[src/lge_pkg.sv]
// ----------------------------------------------------------------------------
// lge_pkg - shared definitions for the Life grid engine
// Default sizes, operation codes, register indexes and the column window type.
// ----------------------------------------------------------------------------
package lge_pkg;

  localparam int GRID_COLS_DEF     = 64;
  localparam int GRID_ROWS_DEF     = 64;
  localparam int HISTORY_DEPTH_DEF = 10;

  // Operation codes
  localparam logic [2:0] OP_STEP     = 3'd0;
  localparam logic [2:0] OP_WRITE    = 3'd1;
  localparam logic [2:0] OP_CLEAR    = 3'd2;
  localparam logic [2:0] OP_ROLLBACK = 3'd3;
  localparam logic [2:0] OP_READ     = 3'd4;

  // Register indexes on the configuration port
  localparam logic [1:0] REG_ACTIVE_COLS = 2'd0;
  localparam logic [1:0] REG_ACTIVE_ROWS = 2'd1;
  localparam logic [1:0] REG_EDIT_ENABLE = 2'd2;

  localparam logic [6:0] ACTIVE_SIZE_RST = 7'd64;

  // Three vertically adjacent cells of one column: row above, row, row below
  typedef struct packed {
    logic up;
    logic mid;
    logic dn;
  } win_t;

endpackage

[src/lge_cell.sv]
// ----------------------------------------------------------------------------
// lge_cell - one column cell of the generation chain
// Holds two rows of its column, takes a new row each shift_i cycle, shows its
// window to both neighbors; computes the B3/S23 next state of the middle row.
// ----------------------------------------------------------------------------
module lge_cell (
  input  logic          clk_i,
  input  logic          clr_i,
  input  logic          shift_i,
  input  logic          dn_i,
  input  lge_pkg::win_t left_i,
  input  lge_pkg::win_t right_i,
  output lge_pkg::win_t win_o,
  output logic          next_o
);

  logic       up_q, mid_q;
  logic [3:0] nbrs;

  always_ff @(posedge clk_i) begin
    if (clr_i) begin
      up_q  <= 1'b0;
      mid_q <= 1'b0;
    end else if (shift_i) begin
      up_q  <= mid_q;
      mid_q <= dn_i;
    end
  end

  assign win_o = '{up: up_q, mid: mid_q, dn: dn_i};

  assign nbrs = 4'(left_i.up) + 4'(left_i.mid) + 4'(left_i.dn)
              + 4'(right_i.up) + 4'(right_i.mid) + 4'(right_i.dn)
              + 4'(up_q) + 4'(dn_i);

  // Birth on three, survival on two or three
  assign next_o = (nbrs == 4'd3) || (mid_q && (nbrs == 4'd2));

endmodule

[config.mk]
export PLATFORM = sky130hd
export DESIGN_NAME = lge_cell
export DESIGN_NICKNAME = d
export VERILOG_FILES = /design/src/lge_pkg.sv /design/src/lge_cell.sv
export SDC_FILE = /design/constraint.sdc
export NUM_CORES = 1
export LEC_CHECK = 0
export BUFFER_PORTS_ARGS = -buffer_cell sky130_fd_sc_hd__buf_4
export CAP_MARGIN = 30
export CELL_PAD_IN_SITES_DETAIL_PLACEMENT = 1
export CELL_PAD_IN_SITES_GLOBAL_PLACEMENT = 1
export CORE_AREA = 10 10 47 49
export DETAILED_ROUTE_END_ITERATION = 16
export DIE_AREA = 0 0 57 59
export PLACE_DENSITY = 0.67
export SETUP_SLACK_MARGIN = 0.02
export SYNTH_ARGS = -nofsm -noshare
export SYNTH_HDL_FRONTEND = slang
export SYNTH_SLANG_ARGS = --single-unit
[constraint.sdc]
create_clock -name clk_i -period 7.85 [get_ports clk_i]
set_input_delay 0.785 -clock clk_i [delete_from_list [all_inputs] [get_ports clk_i]]
set_output_delay 0.785 -clock clk_i [all_outputs]
set_load 0.02 [all_outputs]
==> impl_metrics.env, run 1 <==
export IMPL_n_antenna_cell=0
export IMPL_routabilityCongestion=0.704
export IMPL_num_vias=229
export IMPL_antenna_found_initial=0
export IMPL_worstPathRequired_ns=7.07
export IMPL_die_w_um=57
export IMPL_firstDrtPassIters=1
export IMPL_via_per_inst=3.75
export IMPL_synth_edf_count=0
export IMPL_synthTopCellsByCount="inv_1 (11), fa_1 (4), buf_4 (3), ha_1 (3)"
export IMPL_max_freq_mhz=227
export IMPL_place_hpwl_um=634
export IMPL_synth_top_area_cell="fa_1"
export IMPL_finClkSkew_ns=0.00234
export IMPL_final_layout_size_suffix_gt1_share_pct=35.6
export IMPL_die_height_um=59
export IMPL_cts_root_buf="clkbuf_4"
export IMPL_critical_path_class="in2out"
export IMPL_yosysTopAreaCellShare_pct=29.1
export IMPL_grt_ovfl_total=0
export IMPL_core_area_mm2=0.00140
export IMPL_drv_slew=0
export IMPL_hold_class="reg2reg"
export IMPL_multi_input_area_um2=171
export IMPL_whs_endpoint="up_q"
export IMPL_fill_cells=179
export IMPL_port_buffers=13
export IMPL_synthFlopType="dfxtp_1"
export IMPL_start_util_pct=19.6
export IMPL_path_clk_slew_ns=0.03
export IMPL_seq_area_um2=40.0
export IMPL_ys_seq_elements=2
export IMPL_rsz0062_at_grt="false"
export IMPL_syn2layout_area_growth_pct=42.7
export IMPL_netlist_cell_type_count=11
export IMPL_ios=14
export IMPL_tightest_slew_ns=0.171
export IMPL_ir_drop_mv=0.0428
export IMPL_fin_crit_ns=4.40
export IMPL_worstHoldPathCells=2
export IMPL_worstPathMaxFanout=3
export IMPL_min_delay_start="up_q"
export IMPL_period_share_pct=56.1
export IMPL_htree_levels=1
export IMPL_cp_start_kind="input port"
export IMPL_first_global_vias=307
export IMPL_ctsHoldBuffers=0
export IMPL_ant_nets=0
export IMPL_regToRegEndpoint="up_q"
export IMPL_postCtsSetupRepairBufs=0
export IMPL_power_density_mw_per_mm2=171
export IMPL_dp_cells=58
export IMPL_reg2reg_slack_ns=7.21
export IMPL_grt_max_degree=5
export IMPL_grt_pass1_wl_um=1190
export IMPL_cts_resized=0
export IMPL_ys_top_cells_by_area="fa_1 (29%), inv_1 (15%), dfxtp_1 (15%)"
export IMPL_cts_tree="built"
export IMPL_hold_violations=0
export IMPL_routed_wl_um=718
export IMPL_die_area_mm2=0.00336
export IMPL_synth_avg_cell_area_um2=8.60
export IMPL_endpoint_kind="primary output"
export IMPL_syn_num_nets=49
export IMPL_reg2reg_depth=2
export IMPL_tns_ns=0
export IMPL_status="complete, no violations"
export IMPL_drc=0
export IMPL_rows=14
export IMPL_max_cap_viol_count=0
export IMPL_synth_warnings=0
export IMPL_clock_latency_ns=0.23
export IMPL_async_flop_share_pct=0
export IMPL_clockBufferDepth=2
export IMPL_cts_num_sinks=2
export IMPL_grt_total_usage_pct=4.99
export IMPL_syn_area_um2=275
export IMPL_finalNonFillerCells=61
export IMPL_synth_cells=32
export IMPL_setup_violations=0
export IMPL_r2r_start="mid_q"
export IMPL_nets=64
export IMPL_cp_startpoint="dn_i"
export IMPL_wire_per_inst_um=11.8
export IMPL_numCtsBuffers=3
export IMPL_power_leakage_nw=0.225
export IMPL_post_synth_top_count_cell="inv_1"
export IMPL_seq_area_frac_synth_pct=14.5
export IMPL_crit_arrival_ns=3.62
export IMPL_drtIter0Drc=0
export IMPL_max_slew_margin_pct=88.5
==> final cells by class <==
cell class	count	area share, %
Multi-Input combinational cell	16	43.6
Timing Repair Buffer	13	24.8
Inverter	11	10.5
Sequential cell	2	10.2
Clock buffer	3	5.73
Tap cell	16	5.10
==> cell usage in the layout (no fill, tap or decap) <==
master	count
ha_1	3
clkbuf_4	3
mux2i_1	2
dfxtp_1	2
buf_4	13
nor2_1	2
a21oi_1	2
fa_1	4
inv_1	11
o21ai_0	1
nand3_1	1
or2_0	1
==> worst max-delay path: stages <==
cell and delay, ns:
buf_4 0.09, inv_1 0.05, fa_1 0.55, fa_1 0.45
fa_1 0.51, inv_1 0.04, ha_1 0.20, fa_1 0.41
or2_0 0.22, a21oi_1 0.15, buf_4 0.16
==> worst max-delay path by stage <==
stage	to	slack [ns]	depth (start not counted)
after global placement	next_o	3.53	11
final	next_o	3.45	11
after detailed placement	next_o	3.43	11
after CTS	next_o	3.42	11
after global routing	next_o	3.29	11
after floorplan	next_o	3.60	9
==> through the flow <==
step	total power [W]	hold WS [ns]	instance area, um^2	setup slack (ns)	utilization (%)
after floorplan	0.0000325	0.484	275	3.60	-
after global placement	0.0000425	0.523	370	3.53	26.4
after detailed placement	0.0000447	0.546	370	3.43	26.4
after CTS	0.0000694	0.554	393	3.42	28.0
after global routing	0.0000734	0.584	393	3.29	28.0
final	0.0000670	0.542	393	3.45	28.0
==> flip-flops by register name, indices dropped and copies added (netlist names) <==
name   flops
mid_q      1
up_q       1
==> cells by family after synthesis <==
logic type	share of synthesized area [%]
buf+inv	23.2
fa+ha+maj	42.7
simple gates	6.82
compound gates	5.45
mux	7.27
flops	14.5
==> routing by layer <==
layer	up-vias	GRT usage (%)	share of wire [%]
met4	0	7.05	0
li1	117	-	-
met2	11	8.37	55
met5	-	0	0
met3	0	2.36	8.8
met1	101	3.48	36
==> power breakdown <==
| part | switching (W) | internal [W] | leakage (nW) |
|---|---|---|---|
| registers | 0.000000409 | 0.0000107 | 0.0164 |
| logic | 0.0000171 | 0.0000157 | 0.195 |
| clock network | 0.00000616 | 0.0000169 | 0.0138 |
Note: power is estimated with default switching activity, not from simulation.
==> run 2, diff against run 1 <==
==> constraint.sdc (replaced) <==
create_clock -name clk_i -period 4.3 [get_ports clk_i]
set_input_delay 0.43 -clock clk_i [delete_from_list [all_inputs] [get_ports clk_i]]
set_output_delay 0.43 -clock clk_i [all_outputs]
set_load 0.02 [all_outputs]
==> run 2 against run 1 <==
Critical path type unchanged. Largest power group unchanged. Utilization did not move. Power grew 81%. Design area is the same. Critical path depth unchanged.
==> impl_metrics.env, run 2 (synthesis gave the netlist of run 1 again) <==
export IMPL_first_global_vias=315
export IMPL_power_frac_seq_pct=16.8
export IMPL_clockBufferDepth=2
export IMPL_finClkSkew_ns=0.00284
export IMPL_hold_violations=0
export IMPL_final_layout_size_suffix_gt1_share_pct=35.6
export IMPL_postCtsSetupRepairBufs=0
export IMPL_swShare_pct=35.2
export IMPL_rsz0062_at_grt="false"
export IMPL_max_slew_margin_pct=88.9
export IMPL_path_clk_slew_ns=0.03
export IMPL_grt_max_degree=5
export IMPL_ant_nets=0
export IMPL_preCtsSetupSlack_ns=0.628
export IMPL_fill_cells=182
export IMPL_numCtsBuffers=3
export IMPL_final_util_pct=28.0
export IMPL_endpoint_kind="primary output"
export IMPL_cp_start_kind="input port"
export IMPL_r2r_start="mid_q"
export IMPL_via_per_inst=3.93
export IMPL_htree_levels=1
export IMPL_setup_ws_ns=0.646
export IMPL_drc=0
export IMPL_start_util_pct=19.6
export IMPL_finalNonFillerCells=61
export IMPL_wire_per_inst_um=10.1
export IMPL_clock_latency_ns=0.23
export IMPL_power_leakage_nw=0.225
export IMPL_tightest_slew_ns=0.165
export IMPL_period_share_pct=85.0
export IMPL_drv_slew=0
export IMPL_min_delay_start="clr_i"
export IMPL_cts_root_buf="clkbuf_4"
export IMPL_antenna_found_initial=0
export IMPL_grt_ovfl_total=0
export IMPL_grt_total_usage_pct=4.82
export IMPL_p_int_w=0.0000786
export IMPL_max_cap_viol_count=0
export IMPL_switching_power_w=0.0000428
export IMPL_comb_power_share_pct=48.0
export IMPL_tns_ns=0
export IMPL_routed_wl_um=616
export IMPL_power_share_clock_pct=35.3
export IMPL_die_area_mm2=0.00336
export IMPL_core_area_mm2=0.00140
export IMPL_drtIter0Drc=0
export IMPL_firstDrtPassIters=1
export IMPL_die_height_um=59
export IMPL_num_vias=240
export IMPL_ir_drop_mv=0.0533
export IMPL_final_cell_mix="buf_4 (13), inv_1 (11), fa_1 (4)"
export IMPL_nets=64
export IMPL_rows=14
export IMPL_worstPathMaxFanout=3
export IMPL_fin_crit_ns=3.65
export IMPL_die_w_um=57
export IMPL_max_freq_mhz=274
export IMPL_cts_tree="built"
export IMPL_place_hpwl_um=561
export IMPL_setup_violations=0
export IMPL_crit_arrival_ns=3.22
export IMPL_ios=14
export IMPL_mostFrequentLayoutCell="buf_4"
export IMPL_reg_top3="mid_q x1, up_q x1"
export IMPL_routabilityCongestion=0.607
export IMPL_cts_num_sinks=2
export IMPL_cp_startpoint="dn_i"
export IMPL_port_buffers=13
export IMPL_ctsHoldBuffers=0
export IMPL_syn2layout_area_growth_pct=42.7
export IMPL_power_density_mw_per_mm2=309
export IMPL_hold_class="in2reg"
export IMPL_critical_path_class="in2out"
export IMPL_dp_cells=58
export IMPL_n_antenna_cell=0
export IMPL_cts_resized=0
export IMPL_status="complete, no violations"
export IMPL_worstPathRequired_ns=3.87
export IMPL_grt_pass1_wl_um=1230
## run 2: cell counts in the layout (fill, tap and decap cells not counted)
Identical to the previous run, type by type.
## run 2: final timing paths
| check | end | slack (ns) | cells past startpoint |
|---|---|---|---|
| max | next_o | 0.65 | 11 |
| min | mid_q | 0.37 | 2 |
| max reg2reg | up_q | 3.67 | 2 |
| min reg2reg | up_q | 0.52 | 2 |
## run 2: routing by layer
layer | track usage, % | part of all wire [%]
met3 | 1.93 | 7.6
met5 | 0 | 0
met4 | 6.04 | 3.1
met1 | 4.68 | 43
met2 | 6.98 | 46
## run 2: cell type report
| class | instances | area [um^2] | share of cell area, % |
|---|---|---|---|
| clock buffers | 3 | 22.5 | 5.73 |
| well taps | 16 | 20.0 | 5.10 |
| flip-flops and latches | 2 | 40.0 | 10.2 |
| repair buffers | 13 | 97.6 | 24.8 |
| multi-input cells | 16 | 171 | 43.6 |
| inverters | 11 | 41.3 | 10.5 |
## run 2: through the flow
stage | area (um^2) | total power [W] | hold slack (ns)
finish | 393 | 0.000121 | 0.365
global route | 393 | 0.000137 | 0.377
CTS | 393 | 0.000126 | 0.361
floorplan | 275 | 0.0000594 | 0.484
detailed placement | 370 | 0.0000807 | 0.528
global placement | 370 | 0.0000780 | 0.520
## run 2: worst max-delay path, cell delays in order
cell	delay, ns
buf_4	0.10
inv_1	0.05
fa_1	0.54
fa_1	0.43
fa_1	0.49
inv_1	0.04
ha_1	0.21
fa_1	0.42
or2_0	0.21
a21oi_1	0.15
buf_4	0.16
## run 2: power groups by stage
stage	sequential, W	combinational [W]	clock (W)
after global routing	0.0000205	0.0000716	0.0000451
after detailed placement	0.0000206	0.0000601	0
after global placement	0.0000206	0.0000574	0
final	0.0000203	0.0000582	0.0000428
after CTS	0.0000204	0.0000605	0.0000455
after floorplan	0.0000204	0.0000390	0
